===== src/hw/rtl/rpv_pkg.sv =====
`default_nettype none
// ----------------------------------------------------------------------------
// rpv_pkg
// Constants, byte codes, state type and character helpers shared by the
// request path validator.
// ----------------------------------------------------------------------------
package rpv_pkg;

    localparam int MAX_PATH_LEN = 384;
    localparam int CNT_W        = $clog2(MAX_PATH_LEN + 2);

    localparam logic [7:0] CH_SLASH    = 8'h2F;
    localparam logic [7:0] CH_QUESTION = 8'h3F;
    localparam logic [7:0] CH_AMP      = 8'h26;
    localparam logic [7:0] CH_EQUAL    = 8'h3D;
    localparam logic [7:0] CH_PERCENT  = 8'h25;
    localparam logic [7:0] CH_TILDE    = 8'h7E;
    localparam logic [7:0] CH_DOT      = 8'h2E;
    localparam logic [7:0] CH_DASH     = 8'h2D;
    localparam logic [7:0] CH_UNDER    = 8'h5F;
    localparam logic [7:0] CH_LOW_A    = 8'h61;
    localparam logic [7:0] CH_LOW_Z    = 8'h7A;
    localparam logic [7:0] CH_UP_A     = 8'h41;
    localparam logic [7:0] CH_UP_Z     = 8'h5A;
    localparam logic [7:0] CH_DIG_0    = 8'h30;
    localparam logic [7:0] CH_DIG_9    = 8'h39;

    localparam logic [CNT_W-1:0] CNT_MAX = CNT_W'(MAX_PATH_LEN);

    typedef struct packed {
        logic [CNT_W-1:0] byte_count;
        logic             rejected;
        logic             in_query;
        logic [1:0]       segment_length;
        logic             segment_all_dots;
        logic             at_key_start;
    } rpv_state_t;

    localparam rpv_state_t STATE_RESET = '{
        byte_count:       '0,
        rejected:         1'b0,
        in_query:         1'b0,
        segment_length:   2'd0,
        segment_all_dots: 1'b1,
        at_key_start:     1'b0
    };

    function automatic logic is_unreserved(input logic [7:0] c);
        is_unreserved = (c >= CH_LOW_A && c <= CH_LOW_Z)
                     || (c >= CH_UP_A  && c <= CH_UP_Z)
                     || (c >= CH_DIG_0 && c <= CH_DIG_9)
                     || c == CH_DASH || c == CH_UNDER
                     || c == CH_DOT  || c == CH_TILDE;
    endfunction

    function automatic logic segment_bad(input logic [1:0] len, input logic all_dots);
        segment_bad = (len == 2'd0) || (all_dots && len <= 2'd2);
    endfunction

endpackage
`default_nettype wire


===== src/hw/rtl/rpv_step.sv =====
`default_nettype none
// ----------------------------------------------------------------------------
// rpv_step
// Per-byte state update and final verdict for one path byte.
// ----------------------------------------------------------------------------
module rpv_step
    import rpv_pkg::*;
(
    input  wire rpv_state_t  state,
    input  wire logic [7:0]  char_byte,
    input  wire logic        end_of_path,
    output rpv_state_t       state_next,
    output logic             path_ok
);

    rpv_state_t upd;
    logic       rej_final;

    always_comb
    begin
        upd = state;
        if (state.byte_count == '0)
        begin
            if (char_byte != CH_SLASH)
            begin
                upd.rejected = 1'b1;
            end
            upd.segment_length   = 2'd0;
            upd.segment_all_dots = 1'b1;
        end
        else if (!state.in_query)
        begin
            if (char_byte == CH_SLASH || char_byte == CH_QUESTION)
            begin
                if (segment_bad(state.segment_length, state.segment_all_dots))
                begin
                    upd.rejected = 1'b1;
                end
                upd.segment_length   = 2'd0;
                upd.segment_all_dots = 1'b1;
                if (char_byte == CH_QUESTION)
                begin
                    upd.in_query     = 1'b1;
                    upd.at_key_start = 1'b1;
                end
            end
            else if (is_unreserved(char_byte))
            begin
                if (state.segment_length != 2'd3)
                begin
                    upd.segment_length = state.segment_length + 2'd1;
                end
                if (char_byte != CH_DOT)
                begin
                    upd.segment_all_dots = 1'b0;
                end
            end
            else
            begin
                upd.rejected = 1'b1;
            end
        end
        else
        begin
            if (char_byte == CH_AMP || char_byte == CH_EQUAL)
            begin
                if (state.at_key_start)
                begin
                    upd.rejected = 1'b1;
                end
                if (char_byte == CH_AMP)
                begin
                    upd.at_key_start = 1'b1;
                end
            end
            else if (is_unreserved(char_byte) || char_byte == CH_PERCENT)
            begin
                upd.at_key_start = 1'b0;
            end
            else
            begin
                upd.rejected = 1'b1;
            end
        end

        if (state.byte_count <= CNT_MAX)
        begin
            upd.byte_count = state.byte_count + CNT_W'(1);
        end

        rej_final = upd.rejected || (upd.byte_count > CNT_MAX);
        if (!upd.in_query)
        begin
            rej_final = rej_final || segment_bad(upd.segment_length, upd.segment_all_dots);
        end
        else
        begin
            rej_final = rej_final || upd.at_key_start;
        end

        path_ok    = !rej_final;
        state_next = end_of_path ? STATE_RESET : upd;
    end

endmodule
`default_nettype wire


===== src/hw/rtl/request_path_validator.sv =====
`default_nettype none
// ----------------------------------------------------------------------------
// request_path_validator
// Checks a request path streamed one byte per item and reports on the final
// byte whether the path is acceptable.
// ----------------------------------------------------------------------------
// Accepts one byte every clock cycle while in_stall is low. Each byte lands in
// an input register; the path state is updated from it as it moves on, and on
// a final byte the verdict is written to the result register with it, so
// path_ok is valid once the final byte has left the input register. The input
// side stalls only while a verdict is ready to move and the result register is
// still held by a stalled consumer. Bytes that are not final produce no result item.
module request_path_validator
    import rpv_pkg::*;
(
    input  wire logic       clk,
    input  wire logic       rst_n,
    input  wire logic       in_valid,
    output logic            in_stall,
    input  wire logic [7:0] char_byte,
    input  wire logic       end_of_path,
    output logic            out_valid,
    input  wire logic       out_stall,
    output logic            path_ok
);

    logic       s1_valid_reg;
    logic [7:0] s1_byte_reg;
    logic       s1_last_reg;
    rpv_state_t st_reg;
    rpv_state_t st_next;
    logic       ok_next;
    logic       out_valid_reg;
    logic       path_ok_reg;
    logic       out_free;
    logic       s1_adv;
    logic       in_acc;

    rpv_step u_step (
        .state       (st_reg),
        .char_byte   (s1_byte_reg),
        .end_of_path (s1_last_reg),
        .state_next  (st_next),
        .path_ok     (ok_next)
    );

    assign out_free  = !out_valid_reg || !out_stall;
    assign s1_adv    = s1_valid_reg && (!s1_last_reg || out_free);
    assign in_stall  = s1_valid_reg && !s1_adv;
    assign in_acc    = in_valid && !in_stall;
    assign out_valid = out_valid_reg;
    assign path_ok   = path_ok_reg;

    always_ff @(posedge clk or negedge rst_n)
    begin
        if (!rst_n)
        begin
            s1_valid_reg  <= 1'b0;
            st_reg        <= STATE_RESET;
            out_valid_reg <= 1'b0;
        end
        else
        begin
            if (in_acc)
            begin
                s1_valid_reg <= 1'b1;
            end
            else if (s1_adv)
            begin
                s1_valid_reg <= 1'b0;
            end
            if (s1_adv)
            begin
                st_reg <= st_next;
            end
            if (s1_adv && s1_last_reg)
            begin
                out_valid_reg <= 1'b1;
            end
            else if (!out_stall)
            begin
                out_valid_reg <= 1'b0;
            end
        end
    end

    always_ff @(posedge clk)
    begin
        if (in_acc)
        begin
            s1_byte_reg <= char_byte;
            s1_last_reg <= end_of_path;
        end
        if (s1_adv && s1_last_reg)
        begin
            path_ok_reg <= ok_next;
        end
    end

    a_count_bounded: assert property (@(posedge clk) disable iff (!rst_n)
        st_reg.byte_count <= CNT_MAX + CNT_W'(1))
        else $error("byte count ran past its saturation point");

    a_query_needs_bytes: assert property (@(posedge clk) disable iff (!rst_n)
        st_reg.in_query |-> st_reg.byte_count > CNT_W'(1))
        else $error("query flag set without a leading path");

    a_reset_after_last: assert property (@(posedge clk) disable iff (!rst_n)
        s1_adv && s1_last_reg |=> st_reg.byte_count == '0 && !st_reg.rejected
            && !st_reg.in_query)
        else $error("path state not cleared after final byte");

    a_result_from_last: assert property (@(posedge clk) disable iff (!rst_n)
        out_valid_reg && !$past(out_valid_reg) |-> $past(s1_adv && s1_last_reg))
        else $error("result produced without a final byte");

endmodule
`default_nettype wire


===== config.mk =====
export PLATFORM = sky130hd
export DESIGN_NAME = request_path_validator
export DESIGN_NICKNAME = d
export VERILOG_FILES = /design/src/hw/rtl/rpv_pkg.sv /design/src/hw/rtl/rpv_step.sv /design/src/hw/rtl/request_path_validator.sv
export SDC_FILE = /design/constraint.sdc
export NUM_CORES = 1
export LEC_CHECK = 0
export ABC_AREA = 1
export BUFFER_PORTS_ARGS = -buffer_cell sky130_fd_sc_hd__buf_2
export CORE_ASPECT_RATIO = 1.25
export CORE_MARGIN = 2
export CORE_UTILIZATION = 50
export CTS_BUF_LIST = sky130_fd_sc_hd__clkbuf_8 sky130_fd_sc_hd__clkbuf_16
export CTS_CLUSTER_SIZE = 30
export DETAILED_ROUTE_END_ITERATION = 8
export PLACE_DENSITY = 0.69
export SETUP_SLACK_MARGIN = 0.5
export SYNTH_ARGS = -nofsm -noshare
export SYNTH_HDL_FRONTEND = slang
export SYNTH_SLANG_ARGS = --single-unit

===== constraint.sdc =====
create_clock -name clk -period 3 [get_ports clk]
set_input_delay 0.3 -clock clk [delete_from_list [all_inputs] [get_ports clk]]
set_output_delay 0.3 -clock clk [all_outputs]
set_load 0.005 [all_outputs]

Word level (Yosys, flattened, before mapping):

Cells that the tools add are included.

* logic and storage cells: 103
* register bits: 27
* bits of input ports: 13

* $lt $le $gt $ge: 10
* add/subtract/negate cells: 2
* muxes and demuxes: 32
* reduce and logical (&&, ||, !) cells: 35
* eq/ne operators: 13

Operators with widths (number)
* $eq 8x6->1 const B: 7
* $mux 1: 25
* $eq 8x7->1 const B: 2
* $ge 8x7->1 const B: 2
* $le 8x7->1 const B: 2
* $logic_or 1x1->1: 16
* $ne 8x6->1 const B: 2
* $mux 15: 1
* $add 9x1->9 const B: 1
* $gt 9x9->1 const B: 1
* $le 9x9->1 const B: 1
* $logic_and 1x1->1: 9
* $logic_not 9->1: 1
* $mux 3: 3
* $mux 9: 1
* $ge 8x6->1 const B: 1
* $le 8x6->1 const B: 1
* $logic_not 1->1: 6
* $le 2x2->1 const B: 2
* $logic_not 2->1: 2
* $mux 4: 1
* $add 2x1->2 const B: 1
* $mux 2: 1
* $ne 2x1->1 const B: 1
* other kinds (2): 2

Logic depth before layout (Yosys ltp):

* depth after elaboration: 18
* gate-level depth with buffers: 17
* mapped depth without buffers: 17

Hierarchy:

From an unflattened synthesis, not the netlist that was laid out.

* cells, all modules: 257
* area total of the unflattened synthesis: 1843.0 um2

By module, submodules not included
* request_path_validator: cells each 87, area an instance 1008.5 um2, instances 1, sequential area each 726.9 um2
* rpv_step: cells each 170, area an instance 834.6 um2, instances 1, sequential area each 0.0 um2

Worst setup path before layout:

No wires, ideal clock.

* path kind: register to register
* start point: reg st_reg[6] in the netlist's numbering
* end point: reg path_ok_reg, in the netlist path_ok, data pin
* setup time: 0.252 ns
* stages on the path, launching flop included: 12
* period minus slack after synthesis: 1.779 ns
* slack: 1.221 ns
* arrival: 1.526 ns
* path through: dfrtp_1 > inv_1 > ha_1 > nand3_1 > nor3_1 > o21ai_0 > inv_1 > nand2_1 > inv_1 > nand2_1 > nand2_1 > nor2_1

* cells in the longest elaborated chain, start to end: 8
* elaborated cells between the ends (all ways): 18

Ends and longest elaborated chain
* start: declaration: RTL line request_path_validator.sv:30 `rpv_state_t st_reg;`
* start signal: assignment: RTL line request_path_validator.sv:74 `st_reg <= st_next;`
* branches (longest 6 deep; another with $add 9x1->9)
* $mux 1 (*): RTL line rpv_step.sv:92 `if (!upd.in_query)`
* $logic_not 1->1 (*): RTL line rpv_step.sv:101 `path_ok = !rej_final;`
* named net ok_next: RTL line request_path_validator.sv:32 `logic ok_next;`
* end signal: assignment: RTL line request_path_validator.sv:96 `path_ok_reg <= ok_next;`
* end: declaration: RTL line request_path_validator.sv:34 `logic path_ok_reg;`

Mark *: on every way through the listed nets, which the timed path passes.
A chain may end at the register's enable or synchronous reset.

Worst setup path in the final report:

Same ends and word-level chain as after synthesis.

==> summary.txt <==
Cells and area
  – Count of non-filler cells in the finished layout: 284
  – Fin nets: roughly 260
  – Most common cell after layout, fill and taps aside: nand2_1
  – Most frequent cells in the layout: 70 x nand2_1, 29 x inv_1, 23 x nor2_1
  – Max reg flops: 15
  – Core Util, Final: a little under three fifths
  – Area growth, synth to finish: 9.233%
  – ANT cells: 0
  – Share of post-route cells with drive strength above 1: 14.17%

STA
  – Final Skew: about 0.0025 ns
  – Worst slew pin tran: roughly 0.73 ns
  – Final setup viols: 0
  – Final Cycle Share: 66.55%
  – Setup TNS Final: 0 ns
  – Post-layout min period: between 1.5 and 2 ns
  – FMAX: 500.9 MHz
  – Pins Over Slew Limit: 0
  – Count of final hold-check violations: 0
  – Unrepaired setup endpoints after global routing: false
  – Slew margin rel.: roughly half

Synthesis
  – FF+latch count, synth: 27
  – Yosys cell types: 28
  – Syn_area_per_cell: 7.306 um2
  – Sequential area share after synthesis: between 40 and 50%
  – Async set-or-reset flop fraction in the synthesized netlist: 62.96%
  – Post-synth EDFFs: 10
  – Yosys warnings: 0
  – Synth Instances: 230
  – Top_reg_cell synth: dfrtp_1
  – Synth Cell Area: 1680 um2
  – Syn nets: 245

Global routing
  – Gr ovfl total: 0
  – Initial antenna violation count: 0
  – Global-route wire length before repair: 6265 um
  – All-Layer GR Usage: 20.72%
  – Largest net degree at the start of global routing: 18
  – Vias in the first global route: around 1,500

Floorplanning
  – Die Wd: 55.85 um
  – Initial Util: 52.14%
  – Row Count: 23
  – I/O pins: 16
  – Core area: 3223 um2
  – Die ar.: about 3800 um2
  – Die H: 68.82 um

Routing
  – Final WL: 3454 um
  – Via-to-Cell Ratio: between 5 and 6
  – Total number of vias: around 1,500
  – DRC: 0
  – Pre-antenna DRT Iters: 4
  – WL per Instance: 12.16 um
  – Initial DRC count: a little over 70
  – Final antenna-violating net count: 0

Clocking
  – CTS root buf: clkbuf_8
  – Setup bufs post-CTS: 0
  – CTS tree: yes
  – CTS clk-pin slew, worst paths: 0.10 ns
  – CTS Sinks: 27
  – Max clock buf depth: 2
  – Cts bufs inserted: 3
  – CTS Hold Bufs: 1
  – CTS H-tree depth: 1
  – Post-cts resize count: 0
  – Clk_lat worst skew: 0.27 ns

Worst setup path
  – CP arrival: approximately 2 ns
  – Crit Path Max Fanout: 5
  – Top delay family on crit path: simple AND/OR/NAND/NOR gates
  – Startpoint Class: flip-flop
  – WS Path Type: flip-flop to flip-flop
  – Crit path cell chain: inv_1 -> ha_1 -> nand3_1 -> nor3_1 -> o21ai_0 -> inv_1 -> nand2_1 -> inv_1 -> nand2_1 -> nand2_1 -> nor2_1
  – Crit. End Element: flip-flop
  – CP Buf/Inv Count: 3
  – Crit path largest cell delay: 0.43 ns
  – Crit-path slowest cell: nor3_1
  – Req. time, crit path: a little over 3 ns
  – Worst R2R Setup Slack: ~1.0 ns

Pwr
  – Combinational power share: around 20%
  – Switching Share: 30.53%
  – Sequential power share: 53.3%
  – Maximum vdd ir drop: 0.0003217 V
  – Leak pwr: just under 0.0009 uW
  – Psw: 248.6 uW
  – Int Pwr: ~570 uW
  – Power per cell area: 443.6 nW/um2
  – Clk network pwr share: 26.4%

Job
  – Max-cap violations: 0

Place
  – Placed Instances: 279
  – # port buffers: 15
  – RePlAce Congestion: around 0.84
  – Half-perimeter wire length after placement: between 2000 and 3000 um

Hold path
  – Worst min path class: input port to flip-flop

Outcome
  – Status: finished, final reports clean
[area by class of cell]
cell class              instances  area [um2]
clock buffers                   3       41.29
clock inverters                 1       8.758
fillers                       331        1388
inverters                      32       120.1
multi-input cells             168       807.0
flip-flops and latches         27       726.9
well taps                      37       46.29
repair buffers                 16       85.08
[worst paths after layout]
| path | from | endpoint | depth (start not counted) |
|---|---|---|---|
| setup / recovery | st_reg[6] | path_ok | 11 |
| hold / removal | char_byte[2] | s1_byte_reg[2] | 1 |
| setup reg to reg | st_reg[6] | path_ok | 11 |
| hold reg to reg | out_valid | out_valid | 2 |
| max in group asynchronous | rst_n | st_reg[1] | 2 |
| min in group asynchronous | rst_n | st_reg[2] | 2 |
[cell usage after synthesis (3+ instances only)]
cell	n	area share, %
nand2_1	70	16
inv_1	29	6.5
nor2_1	23	5.1
dfrtp_1	16	24
nand3_1	16	4.8
o21ai_0	16	4.8
edfxtp_1	10	18
o22ai_1	7	2.6
nand2_2	6	2.2
a21oi_1	5	1.5
nand4_1	4	1.5
nor2_2	4	1.5
xor2_1	3	1.6
[metrics by stage]
step | instance area [um2] | setup slack [ns] | total power (uW) | hold slack (ns)
after detailed placement | 1775 | 1.039 | 606.8 | 0.2458
after CTS | 1836 | 1.030 | 822.7 | 0.1878
after global routing | 1836 | 0.7459 | 864.5 | 0.1832
after floorplan | 1680 | 1.221 | 558.5 | 0.004409
after global placement | 1775 | 1.112 | 604.3 | 0.2446
final | 1836 | 1.004 | 814.3 | 0.1965
[per-layer routing]
layer | vias to the layer above | share of wire, % | wire, um | global-route usage (%)
met5 | - | 0 | 0 | 0
met4 | 0 | 1.2 | 43 | 7.738
met3 | 4 | 2.4 | 83 | 1.679
met2 | 18 | 54 | 1857 | 40.77
met1 | 683 | 43 | 1469 | 23.75
li1 | 783 | - | - | -
[power groups by stage]
stage | Clock (uW) | Combinational (uW) | Sequential (uW)
floorplan | 0 | 123 | 436
CTS | 222 | 166 | 435
detailed placement | 0 | 164 | 442
global placement | 0 | 162 | 442
finish | 215 | 165 | 434
global route | 233 | 193 | 439
[cells by family after synthesis]
family | count (synthesis) | synth area share (%)
simple gates | 127 | 32.32
buf+inv | 35 | 8.711
fa+ha+maj | 2 | 1.489
compound gates | 35 | 11.69
flops | 27 | 43.26
xor+xnor | 4 | 2.532
No activity file was read; power rests on OpenSTA's default activity.
